## src/rtl/core/bpd_pkg.sv

```systemverilog
package bpd_pkg;

    // Result status codes.
    localparam logic [1:0] ST_OK         = 2'd0;
    localparam logic [1:0] ST_MISALIGNED = 2'd1;
    localparam logic [1:0] ST_RANGE      = 2'd2;

    // Instruction classes.
    localparam logic [3:0] CLS_OTHER  = 4'd0;
    localparam logic [3:0] CLS_B      = 4'd1;
    localparam logic [3:0] CLS_BL     = 4'd2;
    localparam logic [3:0] CLS_BCOND  = 4'd3;
    localparam logic [3:0] CLS_CBZ    = 4'd4;
    localparam logic [3:0] CLS_CBNZ   = 4'd5;
    localparam logic [3:0] CLS_TBZ    = 4'd6;
    localparam logic [3:0] CLS_TBNZ   = 4'd7;
    localparam logic [3:0] CLS_BR     = 4'd8;
    localparam logic [3:0] CLS_BLR    = 4'd9;
    localparam logic [3:0] CLS_RET    = 4'd10;
    localparam logic [3:0] CLS_PCDATA = 4'd11;

    // PC-relative data kinds.
    localparam logic [1:0] PDK_NONE = 2'd0;
    localparam logic [1:0] PDK_ADR  = 2'd1;
    localparam logic [1:0] PDK_ADRP = 2'd2;
    localparam logic [1:0] PDK_LDR  = 2'd3;

    // Control flow kinds.
    localparam logic [2:0] FLOW_SEQ      = 3'd0;
    localparam logic [2:0] FLOW_DIRECT   = 3'd1;
    localparam logic [2:0] FLOW_CALL     = 3'd2;
    localparam logic [2:0] FLOW_COND     = 3'd3;
    localparam logic [2:0] FLOW_INDIRECT = 3'd4;
    localparam logic [2:0] FLOW_ICALL    = 3'd5;
    localparam logic [2:0] FLOW_RETURN   = 3'd6;

    localparam logic [3:0] COND_ALWAYS = 4'd14;

    // Encoding masks and match patterns.
    localparam logic [31:0] MASK_BCOND  = 32'hff000010;
    localparam logic [31:0] PAT_BCOND   = 32'h54000000;
    localparam logic [31:0] MASK_B      = 32'hfc000000;
    localparam logic [31:0] PAT_B       = 32'h14000000;
    localparam logic [31:0] PAT_BL      = 32'h94000000;
    localparam logic [31:0] MASK_CMPBR  = 32'h7e000000;
    localparam logic [31:0] PAT_CB      = 32'h34000000;
    localparam logic [31:0] PAT_TB      = 32'h36000000;
    localparam logic [31:0] MASK_BREG   = 32'hfffffc1f;
    localparam logic [31:0] PAT_BR      = 32'hd61f0000;
    localparam logic [31:0] PAT_BLR     = 32'hd63f0000;
    localparam logic [31:0] PAT_RET     = 32'hd65f0000;
    localparam logic [31:0] MASK_ADR    = 32'h1f000000;
    localparam logic [31:0] PAT_ADR     = 32'h10000000;
    localparam logic [31:0] MASK_LDRLIT = 32'h3b000000;
    localparam logic [31:0] PAT_LDRLIT  = 32'h18000000;

    // Which immediate field forms the PC-relative offset.
    typedef enum logic [2:0] {
        IMM_NONE,
        IMM_26,
        IMM_19,
        IMM_14,
        IMM_21,
        IMM_21_PAGE
    } t_imm_kind;

    typedef struct packed {
        logic [3:0] insn_class;
        logic [1:0] pc_data_kind;
        logic [2:0] flow_kind;
        logic       falls_through;
        t_imm_kind  imm_kind;
        logic [3:0] condition_code;
        logic [4:0] target_register;
        logic       register_valid;
    } t_decode;

endpackage

```

## src/rtl/core/aarch64_branch_predecoder_unit.sv

```systemverilog
// AArch64 branch predecoder.
// The input channel carries one word per transfer: an instruction encoding
// and the address it was fetched from. The output channel carries one word
// per transfer: the status, the instruction class and PC-relative data kind,
// the flow kind, the fall-through flag, the computed target or data address
// with its valid flag, the condition code and the branch register.
// Both channels use valid and ready; a word moves when both are high.
// The accepting edge loads the input register; from there the word passes
// through decode and the 65-bit target adder into the result register,
// where it is presented. Throughput is one word per cycle while the receiver
// does not stall; the single 65-bit add and its range check set the cycle time.
// When the receiver stalls, the result register holds its word, the input
// register holds the word behind it, and input ready falls only when both
// are occupied. Ready stays high in the cycle the result is taken, so the
// stream keeps moving without a bubble.
// Synchronous reset empties both registers; no results are presented until
// new words arrive. There is no other state.
module aarch64_branch_predecoder_unit (
    input  logic        i_clk,
    input  logic        i_rst_n,
    input  logic        i_in_valid,
    output logic        o_in_ready,
    input  logic [63:0] i_instruction_address,
    input  logic [31:0] i_instruction_word,
    output logic        o_out_valid,
    input  logic        i_out_ready,
    output logic [1:0]  o_status,
    output logic [3:0]  o_insn_class,
    output logic [1:0]  o_pc_data_kind,
    output logic [2:0]  o_flow_kind,
    output logic        o_falls_through,
    output logic        o_address_valid,
    output logic [63:0] o_computed_address,
    output logic [3:0]  o_condition_code,
    output logic [4:0]  o_target_register,
    output logic        o_register_valid
);
    import bpd_pkg::*;

    // Input register.
    logic        r_in_valid;
    logic [63:0] r_addr;
    logic [31:0] r_word;

    // Result register.
    logic        r_out_valid;
    logic [1:0]  r_status;
    logic [3:0]  r_insn_class;
    logic [1:0]  r_pc_data_kind;
    logic [2:0]  r_flow_kind;
    logic        r_falls_through;
    logic        r_address_valid;
    logic [63:0] r_computed_address;
    logic [3:0]  r_condition_code;
    logic [4:0]  r_target_register;
    logic        r_register_valid;

    logic [1:0]  n_status;
    logic [3:0]  n_insn_class;
    logic [1:0]  n_pc_data_kind;
    logic [2:0]  n_flow_kind;
    logic        n_falls_through;
    logic        n_address_valid;
    logic [63:0] n_computed_address;
    logic [3:0]  n_condition_code;
    logic [4:0]  n_target_register;
    logic        n_register_valid;

    logic        out_free;
    logic        in_take;
    t_decode     dec;
    logic [63:0] target;
    logic        target_fits;

    // The result register can take a new word when it is empty or its word
    // is leaving in this cycle.
    assign out_free   = ~r_out_valid | i_out_ready;
    assign o_in_ready = ~r_in_valid | out_free;
    assign in_take    = i_in_valid & o_in_ready;

    bpd_decode u_decode (
        .i_word (r_word),
        .o_dec  (dec)
    );

    bpd_target u_target (
        .i_addr     (r_addr),
        .i_word     (r_word),
        .i_imm_kind (dec.imm_kind),
        .o_target   (target),
        .o_fits     (target_fits)
    );

    always_comb begin
        n_status           = ST_OK;
        n_insn_class       = dec.insn_class;
        n_pc_data_kind     = dec.pc_data_kind;
        n_flow_kind        = dec.flow_kind;
        n_falls_through    = dec.falls_through;
        n_address_valid    = 1'b0;
        n_computed_address = 64'd0;
        n_condition_code   = dec.condition_code;
        n_target_register  = dec.target_register;
        n_register_valid   = dec.register_valid;
        if (r_addr[1:0] != 2'b00) begin
            // A misaligned address clears every field and sets the condition to always.
            n_status          = ST_MISALIGNED;
            n_insn_class      = CLS_OTHER;
            n_pc_data_kind    = PDK_NONE;
            n_flow_kind       = FLOW_SEQ;
            n_falls_through   = 1'b0;
            n_condition_code  = COND_ALWAYS;
            n_target_register = 5'd0;
            n_register_valid  = 1'b0;
        end else if (dec.imm_kind != IMM_NONE) begin
            if (target_fits) begin
                n_address_valid    = 1'b1;
                n_computed_address = target;
            end else begin
                n_status = ST_RANGE;
            end
        end
    end

    always_ff @(posedge i_clk) begin
        if (!i_rst_n) begin
            r_in_valid <= 1'b0;
        end else if (o_in_ready) begin
            r_in_valid <= i_in_valid;
        end
    end

    always_ff @(posedge i_clk) begin
        if (in_take) begin
            r_addr <= i_instruction_address;
            r_word <= i_instruction_word;
        end
    end

    always_ff @(posedge i_clk) begin
        if (!i_rst_n) begin
            r_out_valid <= 1'b0;
        end else if (out_free) begin
            r_out_valid <= r_in_valid;
        end
    end

    always_ff @(posedge i_clk) begin
        if (out_free && r_in_valid) begin
            r_status           <= n_status;
            r_insn_class       <= n_insn_class;
            r_pc_data_kind     <= n_pc_data_kind;
            r_flow_kind        <= n_flow_kind;
            r_falls_through    <= n_falls_through;
            r_address_valid    <= n_address_valid;
            r_computed_address <= n_computed_address;
            r_condition_code   <= n_condition_code;
            r_target_register  <= n_target_register;
            r_register_valid   <= n_register_valid;
        end
    end

    assign o_out_valid        = r_out_valid;
    assign o_status           = r_status;
    assign o_insn_class       = r_insn_class;
    assign o_pc_data_kind     = r_pc_data_kind;
    assign o_flow_kind        = r_flow_kind;
    assign o_falls_through    = r_falls_through;
    assign o_address_valid    = r_address_valid;
    assign o_computed_address = r_computed_address;
    assign o_condition_code   = r_condition_code;
    assign o_target_register  = r_target_register;
    assign o_register_valid   = r_register_valid;

endmodule

```

## src/rtl/core/bpd_decode.sv

```systemverilog
module bpd_decode (
    input  logic [31:0]      i_word,
    output bpd_pkg::t_decode o_dec
);
    import bpd_pkg::*;

    logic [1:0] opc;

    assign opc = i_word[31:30];

    always_comb begin
        o_dec                 = '0;
        o_dec.imm_kind        = IMM_NONE;
        o_dec.insn_class      = CLS_OTHER;
        o_dec.pc_data_kind    = PDK_NONE;
        o_dec.flow_kind       = FLOW_SEQ;
        o_dec.falls_through   = 1'b1;
        o_dec.condition_code  = COND_ALWAYS;
        o_dec.target_register = 5'd0;
        o_dec.register_valid  = 1'b0;

        // The order of the tests sets the priority between overlapping encodings.
        if ((i_word & MASK_BCOND) == PAT_BCOND) begin
            o_dec.insn_class     = CLS_BCOND;
            o_dec.flow_kind      = FLOW_COND;
            o_dec.condition_code = i_word[3:0];
            o_dec.imm_kind       = IMM_19;
        end else if ((i_word & MASK_B) == PAT_B) begin
            o_dec.insn_class    = CLS_B;
            o_dec.flow_kind     = FLOW_DIRECT;
            o_dec.falls_through = 1'b0;
            o_dec.imm_kind      = IMM_26;
        end else if ((i_word & MASK_B) == PAT_BL) begin
            o_dec.insn_class = CLS_BL;
            o_dec.flow_kind  = FLOW_CALL;
            o_dec.imm_kind   = IMM_26;
        end else if ((i_word & MASK_BREG) == PAT_BR) begin
            o_dec.insn_class      = CLS_BR;
            o_dec.flow_kind       = FLOW_INDIRECT;
            o_dec.falls_through   = 1'b0;
            o_dec.target_register = i_word[9:5];
            o_dec.register_valid  = 1'b1;
        end else if ((i_word & MASK_BREG) == PAT_BLR) begin
            o_dec.insn_class      = CLS_BLR;
            o_dec.flow_kind       = FLOW_ICALL;
            o_dec.target_register = i_word[9:5];
            o_dec.register_valid  = 1'b1;
        end else if ((i_word & MASK_BREG) == PAT_RET) begin
            o_dec.insn_class      = CLS_RET;
            o_dec.flow_kind       = FLOW_RETURN;
            o_dec.falls_through   = 1'b0;
            o_dec.target_register = i_word[9:5];
            o_dec.register_valid  = 1'b1;
        end else if ((i_word & MASK_CMPBR) == PAT_CB) begin
            o_dec.insn_class = i_word[24] ? CLS_CBNZ : CLS_CBZ;
            o_dec.flow_kind  = FLOW_COND;
            o_dec.imm_kind   = IMM_19;
        end else if ((i_word & MASK_CMPBR) == PAT_TB) begin
            o_dec.insn_class = i_word[24] ? CLS_TBNZ : CLS_TBZ;
            o_dec.flow_kind  = FLOW_COND;
            o_dec.imm_kind   = IMM_14;
        end else if ((i_word & MASK_ADR) == PAT_ADR) begin
            o_dec.insn_class = CLS_PCDATA;
            if (i_word[31]) begin
                o_dec.pc_data_kind = PDK_ADRP;
                o_dec.imm_kind     = IMM_21_PAGE;
            end else begin
                o_dec.pc_data_kind = PDK_ADR;
                o_dec.imm_kind     = IMM_21;
            end
        end else if (((i_word & MASK_LDRLIT) == PAT_LDRLIT) && (opc != 2'd3)
                     && !((opc == 2'd2) && !i_word[26])) begin
            // LDRSW and the prefetch form are left out.
            o_dec.insn_class   = CLS_PCDATA;
            o_dec.pc_data_kind = PDK_LDR;
            o_dec.imm_kind     = IMM_19;
        end
    end

endmodule

```

## src/rtl/core/bpd_target.sv

```systemverilog
module bpd_target (
    input  logic [63:0]        i_addr,
    input  logic [31:0]        i_word,
    input  bpd_pkg::t_imm_kind i_imm_kind,
    output logic [63:0]        o_target,
    output logic               o_fits
);
    import bpd_pkg::*;

    logic [20:0] imm21;
    logic [64:0] offset;
    logic [64:0] base;
    logic [64:0] sum;

    assign imm21 = {i_word[23:5], i_word[30:29]};

    always_comb begin
        base = {1'b0, i_addr};
        case (i_imm_kind)
            IMM_26:      offset = {{37{i_word[25]}}, i_word[25:0], 2'b00};
            IMM_19:      offset = {{44{i_word[23]}}, i_word[23:5], 2'b00};
            IMM_14:      offset = {{49{i_word[18]}}, i_word[18:5], 2'b00};
            IMM_21:      offset = {{44{imm21[20]}}, imm21};
            IMM_21_PAGE: begin
                offset = {{32{imm21[20]}}, imm21, 12'h000};
                base   = {1'b0, i_addr[63:12], 12'h000};
            end
            default:     offset = '0;
        endcase
    end

    // In a 65-bit two's complement sum the top bit is set exactly when the
    // true result lies below zero or at or above 2^64.
    assign sum      = base + offset;
    assign o_target = sum[63:0];
    assign o_fits   = ~sum[64];

endmodule
```

## config.mk

```make
export PLATFORM = sky130hd
export DESIGN_NAME = aarch64_branch_predecoder_unit
export DESIGN_NICKNAME = d
export VERILOG_FILES = /design/src/rtl/core/bpd_pkg.sv /design/src/rtl/core/aarch64_branch_predecoder_unit.sv /design/src/rtl/core/bpd_decode.sv /design/src/rtl/core/bpd_target.sv
export SDC_FILE = /design/constraint.sdc
export NUM_CORES = 1
export LEC_CHECK = 0
export BUFFER_PORTS_ARGS = -buffer_cell sky130_fd_sc_hd__buf_2
export CORE_MARGIN = 2
export CORE_UTILIZATION = 52
export CTS_CLUSTER_DIAMETER = 100
export DETAILED_ROUTE_END_ITERATION = 6
export HOLD_SLACK_MARGIN = 0.12
export PLACE_DENSITY = 0.78
export SLEW_MARGIN = 20
export SYNTH_ARGS = -nofsm -noshare
export SYNTH_HDL_FRONTEND = slang
export SYNTH_SLANG_ARGS = --single-unit
```

## constraint.sdc

```tcl
create_clock -name i_clk -period 4.8 [get_ports i_clk]
set_input_delay 0.24 -clock i_clk [delete_from_list [all_inputs] [get_ports i_clk]]
set_output_delay 0.24 -clock i_clk [all_outputs]
set_load 0.05 [all_outputs]
```

==> results of run 1 <==
[per-layer routing]
| layer | wire length [um] | up-vias | global-route usage |
|---|---|---|---|
| li1 | - | 4526 | - |
| met1 | 14100 | 4722 | 0.426 |
| met2 | 15900 | 642 | 0.479 |
| met3 | 3160 | 85 | 0.0500 |
| met4 | 1140 | 0 | 0.106 |
| met5 | 0 | - | 0 |
[flip-flops by register name (all words and copies together), names as in the netlist, 2 cells and up]
| signal | flops |
|---|---|
| o_computed_address | 64 |
| o_condition_code | 4 |
| o_flow_kind | 3 |
| o_insn_class | 4 |
| o_pc_data_kind | 2 |
| o_status | 2 |
| o_target_register | 5 |
| r_addr | 64 |
| r_word | 32 |
[metrics by stage]
step	instances	utilization	area, um^2
detailed placement	1468	0.598	12200
CTS	1602	0.680	13800
floorplan	1029	-	10800
global placement	1468	0.598	12200
global route	1617	0.699	14200
finish	1617	0.699	14200
[timing repair]
| item | 4_1_cts | 5_1_grt |
|---|---|---|
| cloned | 0 | 1 |
| setup endpoints to repair | 65 | 64 |
| buffers inserted | 4 | 13 |
| pin swaps | 3 | 23 |
| hold endpoints to repair | 98 | 0 |
| hold buffers | 98 | 0 |
| gates resized for setup | 9 | 56 |
[power by group]
group | total, mW | switching [mW] | internal [mW]
Combinational | 0.723 | 0.447 | 0.275
Clock | 1.49 | 0.729 | 0.757
Sequential | 1.95 | 0.0849 | 1.86
Total | 4.15 | 1.26 | 2.89
[worst max-delay path, stage by stage, from the launching register on]
cell	delay, ns
edfxtp_1	0.50
and4bb_2	0.32
a21oi_4	0.20
a21oi_4	0.08
inv_2	0.07
o21ai_2	0.07
buf_2	0.16
a222oi_1	0.42
inv_1	0.16
ha_4	0.26
a21oi_2	0.17
o21ai_1	0.12
a22oi_1	0.28
a21oi_2	0.13
o21ai_4	0.24
a22oi_4	0.12
a2111oi_2	0.29
and3b_2	0.28
nand2_4	0.10
clkinvlp_4	0.26
and3_4	0.27
[final cells by class]
class	count	area (um^2)
clock buffers	17	425
clock inverters	15	201
fillers	1501	6120
inverters	17	67.6
multi-input cells	761	5220
flip-flops and latches	184	5510
well taps	270	338
repair buffers	353	2480
[how the worst max path moves through the flow]
stage / from / to / slack (ns) / depth (start not counted)
floorplan: r_word[29] / o_computed_address[32] / 0.06 / 21
global route: r_word[28] / o_computed_address[25] / -0.09 / 20
global placement: r_word[26] / o_computed_address[63] / -0.26 / 19
CTS: r_word[26] / o_computed_address[63] / 0.01 / 19
detailed placement: r_word[29] / o_computed_address[8] / -0.21 / 22
finish: r_word[28] / o_computed_address[25] / 0.02 / 20
[kinds of logic after synthesis]
logic type / count (synthesis)
mux: 13
compound gates: 242
flops: 184
fa+ha+maj: 35
buf+inv: 84
xor+xnor: 61
simple gates: 410
[placed cells by master, fill, tap and decap left out, types with 11 or more instances in the layout]
cell type / netlist / layout
buf_2: 9 / 189
edfxtp_1: 182 / 182
nor2_1: 110 / 110
dlygate4sd3_1: 0 / 98
nand2_1: 86 / 83
buf_4: 1 / 59
a21oi_1: 61 / 49
xnor2_1: 39 / 39
nand3_1: 37 / 36
o21ai_0: 37 / 33
nor3_1: 34 / 31
ha_1: 33 / 29
xor2_1: 22 / 22
nand4_1: 20 / 20
nor2b_1: 20 / 19
nor4_1: 19 / 18
clkbuf_16: 0 / 17
inv_1: 16 / 14
a21o_1: 15 / 14
a31oi_1: 13 / 13
a21oi_2: 1 / 12
and3_1: 13 / 12
and2_1: 13 / 12
or4_1: 13 / 12
a22o_1: 11 / 11
mux2i_1: 11 / 11
==> metrics.md, run 1 <==
| Metric | Value |
|---|---|
| Status | completed |
| Initial Util | 0.532 |
| Worst Hold Launch | i_out_ready |
| Post-synth ARST share | 0 |
| CORE AREA | 20400 um^2 |
| Yosys reg bits | 184 |
| Root Buffer | clkbuf_16 |
| Clk_skew | 0.0219 ns |
| Synth Area in XOR/XNOR | 0.0493 |
| CTS Buffer Depth | 2 |
| Rel. slew slack | 0.492 |
| # diodes | 0 |
| Min-Delay Path Depth | 3 |
| Maximum vdd ir drop | 0.242 mV |
| Share of cells above drive strength 1 | 0.270 |
| Die width | 148 um |
| Total congestion overflow | 0 |
| Htree depth | 4 |
| Via count | 9975 |
| Min Tclk post-route | 4.78 ns |
| Post-synthesis simple-gate area fraction | 0.191 |
| Port Buffers | 188 |
| Initial antenna violation count | 0 |
| R2r worst-path depth | 20 |
| GRT Resource Usage Total | 0.303 |
| DRT Pass-1 Iters | 6 |
| Clock Latency Late Sink | 0.46 ns |
| First-pass GRT wire length | 51200 um |
| Drt wl/cell | 21.2 um |
| Synth unique cells | 86 |
| Critical Path AT | 4.98 ns |
| Syn avg cell area | 10.5 um^2 |
| Clock transition at path regs | 0.08 ns |
| Critical path endpoint category | flip-flop |
| Top cell type's share of synthesized area | 0.505 |
| Die height | 148 um |
| Avg Vias per Cell | 6.17 |
| DP Wirelength | 22800 um |
| Top cells by area, synth | edfxtp_1 50%, ha_1 3.8%, nor2_1 3.8% |
| # IOs | 189 |
| CP Class | flip-flop to flip-flop |
| Synth Area in Compound Gates | 0.161 |
| Max_cap viols | 0 |
| Hold crit path type | primary input to flip-flop |
| Final #Nets | 1468 |
| Crit-path max FO | 6 |
| Fin. Hold Viols | 0 |
| Synth Cell Area | 10800 um^2 |
| Synth area leader | edfxtp_1 |
| Largest family of logic cells by synthesized area | simple AND/OR/NAND/NOR gates |
| PwrDens | 292 nW/um^2 |
| Worst r2r src | r_word[28] |
| Leak Pwr | 5.41 nW |
| Vias in the first global route | 9340 |
| Placer Congestion | 0.974 |
| Mapped Cells | 1029 |
| PnR worst setup slack | 0.0214 ns |
| Hold_ws | 0.166 ns |
| Final Power | 4.15 mW |
| Row count | 52 |
| Setup violators final | 0 |
| CTS tree | done |
| Ys Warns | 0 |
| Hold EP | o_out_valid |
| Worst slew pin tran | 0.755 ns |
| Drt drc | 0 |
| Top-count cell post-synth | edfxtp_1 |
| RR Endpoint | o_computed_address[25] |
| Area Overhead vs Synth | 31.5% |
| CTS Sinks | 184 |
| Sequential share of the synthesized area | 0.508 |
| Period utilization | 0.996 |
| Largest net degree at the start of global routing | 55 |
| Total negative slack | 0 ns |
| Worst slack at placement | -0.214 ns |
| Total wire length | 34300 um |
| Max Freq | 0.209 GHz |
| Count of final max-slew check failures | 0 |
| Die area | 22000 um^2 |
| Commonest cells post-synth | 182 x edfxtp_1, 110 x nor2_1, 86 x nand2_1, 61 x a21oi_1, 47 x clkbuf_1 |
| Startpoint Class | flip-flop |
| Most used flip-flop cell after synthesis | edfxtp_1 |
| Post-route ant nets | 0 |
| R2r setup slk | 0.02 ns |
| DR iter-0 viols | 1225 |
| Synth Area in Adders | 0.0409 |
| EDFF count, synth | 182 |
| Syn Nets | 1163 |
| Multiplexer share of the synthesized area | 0.0126 |
| Worst Path Required | 5.00 ns |
| Num CTS Buffers | 17 |
(Power assumes the default switching activity.)
==> run 2, diff against run 1 <==
Settings changed: CORE_UTILIZATION 52 to 53, CTS_BUF_LIST from default to sky130_fd_sc_hd__clkbuf_8, PLACE_DENSITY 0.78 to 0.79.
==> run 2 against run 1 <==
Worst setup slack gained 0.13 ns. Non-clock buffer count up 29. Design area is essentially flat. Total power down 8.4%. Count of clock-buffer cells in the layout is the same. Critical path depth rose by 2. Flip-flop and latch count unchanged. Core utilization is 0.70 points higher. Global-route usage is 1.1 points higher. Register-to-register slack improved by 0.13 ns. Cell count is 1.8% higher.
==> metrics.md, run 2 (synthesis results as in run 1) <==
| Metric | Value |
|---|---|
| Final #Nets | 1497 (+2.0%) |
| Most frequent CP cell | buf_4 |
| Total wire length | 34500 um (+0.61%) |
| Fin. Hold Viols | 0 (unchanged) |
| Placer Congestion | 1.03 (+5.6%) |
| PwrDens | 267 nW/um^2 (-8.4%) |
| Total congestion overflow | 0 (unchanged) |
| PnR worst setup slack | 0.155 ns (+0.134 ns) |
| Fillers | 1485 (-1.1%) |
| Clk_skew | 0.0201 ns (-0.00181 ns) |
| Clock transition at path regs | 0.12 ns (+0.04 ns) |
| Initial Util | 0.537 (+0.00515) |
| Finished Layout Cells | 1646 (+1.8%) |
| Count of final max-slew check failures | 0 (unchanged) |
| Critical path endpoint category | flip-flop |
| Die height | 147 um (-0.92%) |
| Rel. slew slack | 0.396 (-0.0961) |
| Worst slew pin tran | 0.906 ns (+0.151 ns) |
| Area Overhead vs Synth | 31.6% (about the same) |
| Drt wl/cell | 21.0 um (-1.2%) |
| Most common cell after layout, fill and taps aside | buf_2 |
| Slowest cell on crit path | a2111o_1 |
| Avg Vias per Cell | 6.14 (-0.51%) |
| Worst path cell trace | buf_4, nand2b_1, a2111o_1, a21oi_4, buf_4, nand3_1, nand2_4, a221o_1, ha_1, a21oi_1, o21ai_1, a21oi_1, o21ai_0, a31oi_2, buf_4, a22oi_4, buf_6, nand3_1, and3b_2, nand2_4, clkinvlp_4, and3_1 |
| Maximum vdd ir drop | 0.175 mV (-28%) |
| Post-layout util | 0.706 (+0.00695) |
| # IOs | 189 (unchanged) |
| Routing usage on met1 | 0.452 (+0.0261) |
| Initial antenna violation count | 0 (unchanged) |
| Dpl cells | 1506 (+2.6%) |
| Vias in the first global route | 9495 (+1.7%) |
| GRT Resource Usage Total | 0.314 (+0.0113) |
| CTS Buffer Depth | 2 (unchanged) |
| Port Buffers | 188 (unchanged) |
| Hold crit path type | primary input to flip-flop |
| DRT Pass-1 Iters | 6 (unchanged) |
| Worst Path Required | 5.06 ns (+0.06 ns) |
| Critical Path AT | 4.90 ns (-0.08 ns) |
| Most crowded layer after global routing | met2 |
| Period utilization | 0.968 (-0.0279) |
| Worst slack at placement | 0.0214 ns (+0.236 ns) |
| CP peak stage delay | 0.46 ns (-0.04 ns) |
| CP Class | flip-flop to flip-flop |
| Post-route ant nets | 0 (unchanged) |
| Htree depth | 4 (unchanged) |
| First-pass GRT wire length | 52400 um (+2.3%) |
| Drt drc | 0 (unchanged) |
| Die area | 21600 um^2 (-1.8%) |
| Via count | 10100 (+1.3%) |
| Share of cells above drive strength 1 | 0.281 (+0.0110) |
| Met2 usage | 0.485 (+0.00558) |
| Largest net degree at the start of global routing | 66 (+20%) |
| Min Tclk post-route | 4.64 ns (-0.134 ns) |
| Hold_ws | 0.180 ns (+0.0142 ns) |
| Status | completed |
| # diodes | 0 (unchanged) |
| CTS Sinks | 184 (unchanged) |
| Die width | 147 um (-0.92%) |
| Root Buffer | clkbuf_8 |
| CTS tree | done |
| CORE AREA | 20200 um^2 (-0.96%) |
| Leak Pwr | 5.42 nW (+0.31%) |
| DR iter-0 viols | 1272 (+3.8%) |
| Max_cap viols | 0 (unchanged) |
| DP Wirelength | 23400 um (+2.5%) |
| Crit-path max FO | 9 (+3) |
| GR Layer Usage met3 | 0.0562 (+0.00621) |
| Clock Latency Late Sink | 0.50 ns (+0.04 ns) |
| Placed standard-cell area | 12500 um^2 (+2.3%) |
| Startpoint Class | flip-flop |
| Max Freq | 0.215 GHz (+2.9%) |
| Setup violators final | 0 (unchanged) |
| Num CTS Buffers | 17 (unchanged) |
| Row count | 52 (unchanged) |
| Most frequent cells in the layout | 188 x buf_2, 182 x edfxtp_1, 110 x nor2_1 |
| Final instance area | 14200 um^2 (about the same) |
run 2: critical path, delay by kind of cell, from the launching register on:
kind	cells	cell delay, ns
AOI/OAI and AO/OA	9	1.80
adders and majority gates	1	0.28
and+or+nand+nor	7	1.02
DFF	1	0.43
buffers and inverters	5	0.89
run 2: path summary, 6_finish.rpt:
| path | slack, ns | cells past startpoint | start | to |
|---|---|---|---|---|
| setup / recovery | 0.16 | 22 | r_word[26] | o_computed_address[25] |
| hold / removal | 0.18 | 4 | i_out_ready | r_in_valid |
| setup reg to reg | 0.16 | 22 | r_word[26] | o_computed_address[25] |
| hold reg to reg | 0.59 | 2 | r_in_valid | r_in_valid |
run 2: area by class of cell:
type                       instances  area, um^2  share of cell area
sequential                       184        5510               0.386
timing repair buffer             382        2710               0.190
multi-input combinational        761        5190               0.364
inverter                          17        67.6             0.00474
clock inverter                    15         199              0.0140
clock buffer                      17         234              0.0164
tap                              270         338              0.0237
run 2: power by group:
group	internal [mW]	switching, mW
registers	1.86	0.0842
logic	0.287	0.453
clock network	0.408	0.713
total	2.56	1.25
run 2: per-stage QoR:
| stage | setup TNS (ns) | total power [mW] |
|---|---|---|
| after floorplan | 0 | 2.38 |
| after global placement | 0 | 2.60 |
| after detailed placement | 0 | 2.61 |
| after CTS | 0 | 3.75 |
| after global routing | -0.292 | 3.93 |
| final | 0 | 3.81 |
run 2: timing repair:
item | in CTS | in global routing
setup endpoints to repair | 1 | 66
pin swaps | 1 | 15
gates cloned | 0 | 2
buffers inserted | 0 | 8
hold buffers | 99 | 0
resized for setup | 2 | 61
endpoints found under the hold margin | 98 | 0
run 2: routing by layer:
metal | routed length, um | share of wire | up-vias
met2 | 15900 | 0.46 | 668
met1 | 14200 | 0.41 | 4759
met3 | 3400 | 0.099 | 85
li1 | - | - | 4590
met4 | 970 | 0.028 | 0
met5 | 0 | 0 | -
==> run 3, diff against run 2 <==
Settings changed: MAX_ROUTING_LAYER from default to met4.
==> run 3 against run 2 <==
Register-to-register slack worse by 0.07 ns. Maximum frequency decreased by 1.5%. Largest power group unchanged. Flip-flop and latch count did not move. Total power increased by 0.78%. Hold slack better by 0.031 ns. Clock power increased by 4%. Count of clock-buffer cells in the layout unchanged.
==> metrics.md, run 3 (synthesis results as in run 1) <==
| Metric | Value |
|---|---|
| Startpoint Class | flip-flop |
| Hold_ws | 0.211 ns (+0.0311 ns) |
| Register share of total power | 0.506 (-0.005) |
| Num CTS Buffers | 17 (unchanged) |
| Port Buffers | 188 (unchanged) |
| CORE AREA | 20200 um^2 (unchanged) |
| Initial antenna violation count | 0 (unchanged) |
| Clock transition at path regs | 0.12 ns (about the same) |
| Critical Path AT | 4.97 ns (+0.07 ns) |
| RR Endpoint | o_computed_address[10] |
| Root Buffer | clkbuf_8 |
| Placer Congestion | 1.01 (-1.7%) |
| CTS Buffer Depth | 2 (unchanged) |
| Largest net degree at the start of global routing | 64 (-3.0%) |
| Sw Pwr | 1.26 mW (+0.81%) |
| PwrDens | 271 nW/um^2 (+1.4%) |
| Max_cap viols | 0 (unchanged) |
| DRT Pass-1 Iters | 6 (unchanged) |
| Drt drc | 0 (unchanged) |
| Post-route ant nets | 0 (unchanged) |
| Most frequent cells in the layout | 188 x buf_2, 182 x edfxtp_1, 110 x nor2_1 |
| Hold EP | r_in_valid |
| Total congestion overflow | 0 (unchanged) |
| Clk_skew | 0.0293 ns (+0.00916 ns) |
| DP Wirelength | 23500 um (+0.62%) |
| Fillers | 1502 (+1.1%) |
| CTS Sinks | 184 (unchanged) |
| Clock Latency Late Sink | 0.50 ns (about the same) |
| Die area | 21600 um^2 (unchanged) |
| Worst slack at placement | -0.0349 ns (-0.0563 ns) |
| Min Tclk post-route | 4.72 ns (+0.0709 ns) |
| Worst slew pin tran | 0.998 ns (+0.0921 ns) |
| DR iter-0 viols | 1260 (-0.94%) |
| RSZ-0062 raised after global routing | true |
| Sw Share | 0.329 (about the same) |
| Area of the multi-input gates | 5140 um^2 (-0.89%) |
| CP Class | flip-flop to flip-flop |
| Maximum vdd ir drop | 0.208 mV (+19%) |
| Clk pwr share | 0.304 (+0.009) |
| Total negative slack | 0 ns (unchanged) |
| Die width | 147 um (unchanged) |
| First-pass GRT wire length | 51200 um (-2.2%) |
| Min-Delay Path Depth | 4 (unchanged) |
| CTS tree | done |
| Total wire length | 33500 um (-3.0%) |
| Via count | 9882 (-2.2%) |
| Setup violators final | 0 (unchanged) |
| Area Overhead vs Synth | 30.7% |
| Crit-path max FO | 5 (-4) |
| # diodes | 0 (unchanged) |
| Post-layout util | 0.702 (-0.00453) |
| Count of final max-slew check failures | 0 (unchanged) |
| Row count | 52 (unchanged) |
| Final Power | 3.84 mW (+0.78%) |
| Vias in the first global route | 9139 (-3.7%) |
| Internal Pwr Total | 2.58 mW (+0.77%) |
| GRT Resource Usage Total | 0.316 (+0.00167) |
| R2r setup slk | 0.08 ns (-0.07 ns) |
| Hold crit path type | primary input to flip-flop |
| Leak Pwr | 5.40 nW (-0.36%) |
| R2r worst-path depth | 19 (-14%) |
| Status | completed |
| Max Freq | 0.212 GHz (-1.5%) |
| Register Area | 5510 um^2 (unchanged) |
| Fin. Hold Viols | 0 (unchanged) |
| # IOs | 189 (unchanged) |
| Avg Vias per Cell | 6.03 (-1.8%) |
| Power share of the combinational group | 0.190 (-0.005) |
| Worst r2r src | r_word[31] |
| Period utilization | 0.982 (+0.0148) |
| Worst Hold Launch | i_out_ready |
| Die height | 147 um (unchanged) |
| Initial Util | 0.537 (unchanged) |
| Drt wl/cell | 20.4 um (-2.6%) |
| Worst Path Required | 5.06 ns (about the same) |
| Final #Nets | 1491 (-0.40%) |
| Share of cells above drive strength 1 | 0.273 (-0.00826) |
| Rel. slew slack | 0.328 (-0.0676) |
| Critical path endpoint category | flip-flop |
| PnR worst setup slack | 0.0843 ns (-0.0709 ns) |
| Most common cell after layout, fill and taps aside | buf_2 |
| Htree depth | 4 (unchanged) |
## run 3: cell count changes in the layout (fill, tap and decap cells not counted), moves of 2 or more
cell,change
o21ai_2,+2
nand2_1,+2
clkinvlp_4,-2
o21ai_4,-2
a41oi_2,+2
clkinv_8,-2
inv_12,+3
ha_2,-2
buf_6,-5
ha_1,+2
a41oi_1,-2
## run 3: cell type report
cell class / instances / area share
multi-input cells: 761 / 0.363
inverters: 17 / 0.00477
repair buffers: 376 / 0.187
flip-flops and latches: 184 / 0.389
clock buffers: 17 / 0.0165
clock inverters: 15 / 0.0157
well taps: 270 / 0.0239
## run 3: how the worst max path moves through the flow
stage / from / end / slack [ns] / depth (start not counted)
3_5_place_dp: r_word[28] / o_computed_address[63] / -0.03 / 19
5_1_grt: r_word[31] / o_computed_address[20] / -0.16 / 20
3_3_place_gp: r_word[28] / o_computed_address[63] / -0.12 / 19
2_1_floorplan: r_word[29] / o_computed_address[32] / 0.06 / 21
4_1_cts: r_word[30] / o_computed_address[57] / 0.02 / 18
6_report: r_word[31] / o_computed_address[10] / 0.08 / 19
## run 3: per-stage QoR
| step | std cells | area (um^2) |
|---|---|---|
| global placement | 1500 | 12400 |
| finish | 1640 | 14200 |
| global route | 1640 | 14200 |
| detailed placement | 1500 | 12400 |
| CTS | 1631 | 13900 |
| floorplan | 1029 | 10800 |
## run 3: worst max-delay path: stages (launching register included)
cell	delay, ns
edfxtp_1	0.45
nor4_2	0.51
a21oi_4	0.14
a21oi_4	0.18
inv_1	0.09
o21ai_2	0.13
a22o_1	0.22
ha_1	0.29
a211o_1	0.27
a31o_2	0.27
a41oi_2	0.19
a21oi_1	0.13
o21ai_2	0.32
a22oi_4	0.15
a2111oi_4	0.29
and3b_2	0.27
nand2_4	0.11
clkinvlp_4	0.16
buf_4	0.18
o311a_1	0.10
## run 3: power by group through the flow
stage	Clock (mW)	Sequential, mW	Combinational [mW]
after global routing	1.24	1.95	0.778
after global placement	0	1.97	0.622
after CTS	1.18	1.94	0.695
final	1.16	1.94	0.730
after detailed placement	0	1.97	0.629
after floorplan	0	2.06	0.320
## run 3: routing by layer
layer / vias up / track usage / part of all wire
met4: 0 / 0.0861 / 0.017
met2: 540 / 0.471 / 0.46
met3: 47 / 0.0609 / 0.091
met5: - / - / 0
li1: 4570 / - / -
met1: 4725 / 0.447 / 0.43
## run 3: what timing repair did
item,4_1_cts,5_1_grt
gates resized for setup,3,42
hold endpoints to repair,98,0
endpoints found under the setup margin,9,65
cloned,0,0
setup buffers,0,9
hold buffers,99,0
pin swaps,1,12
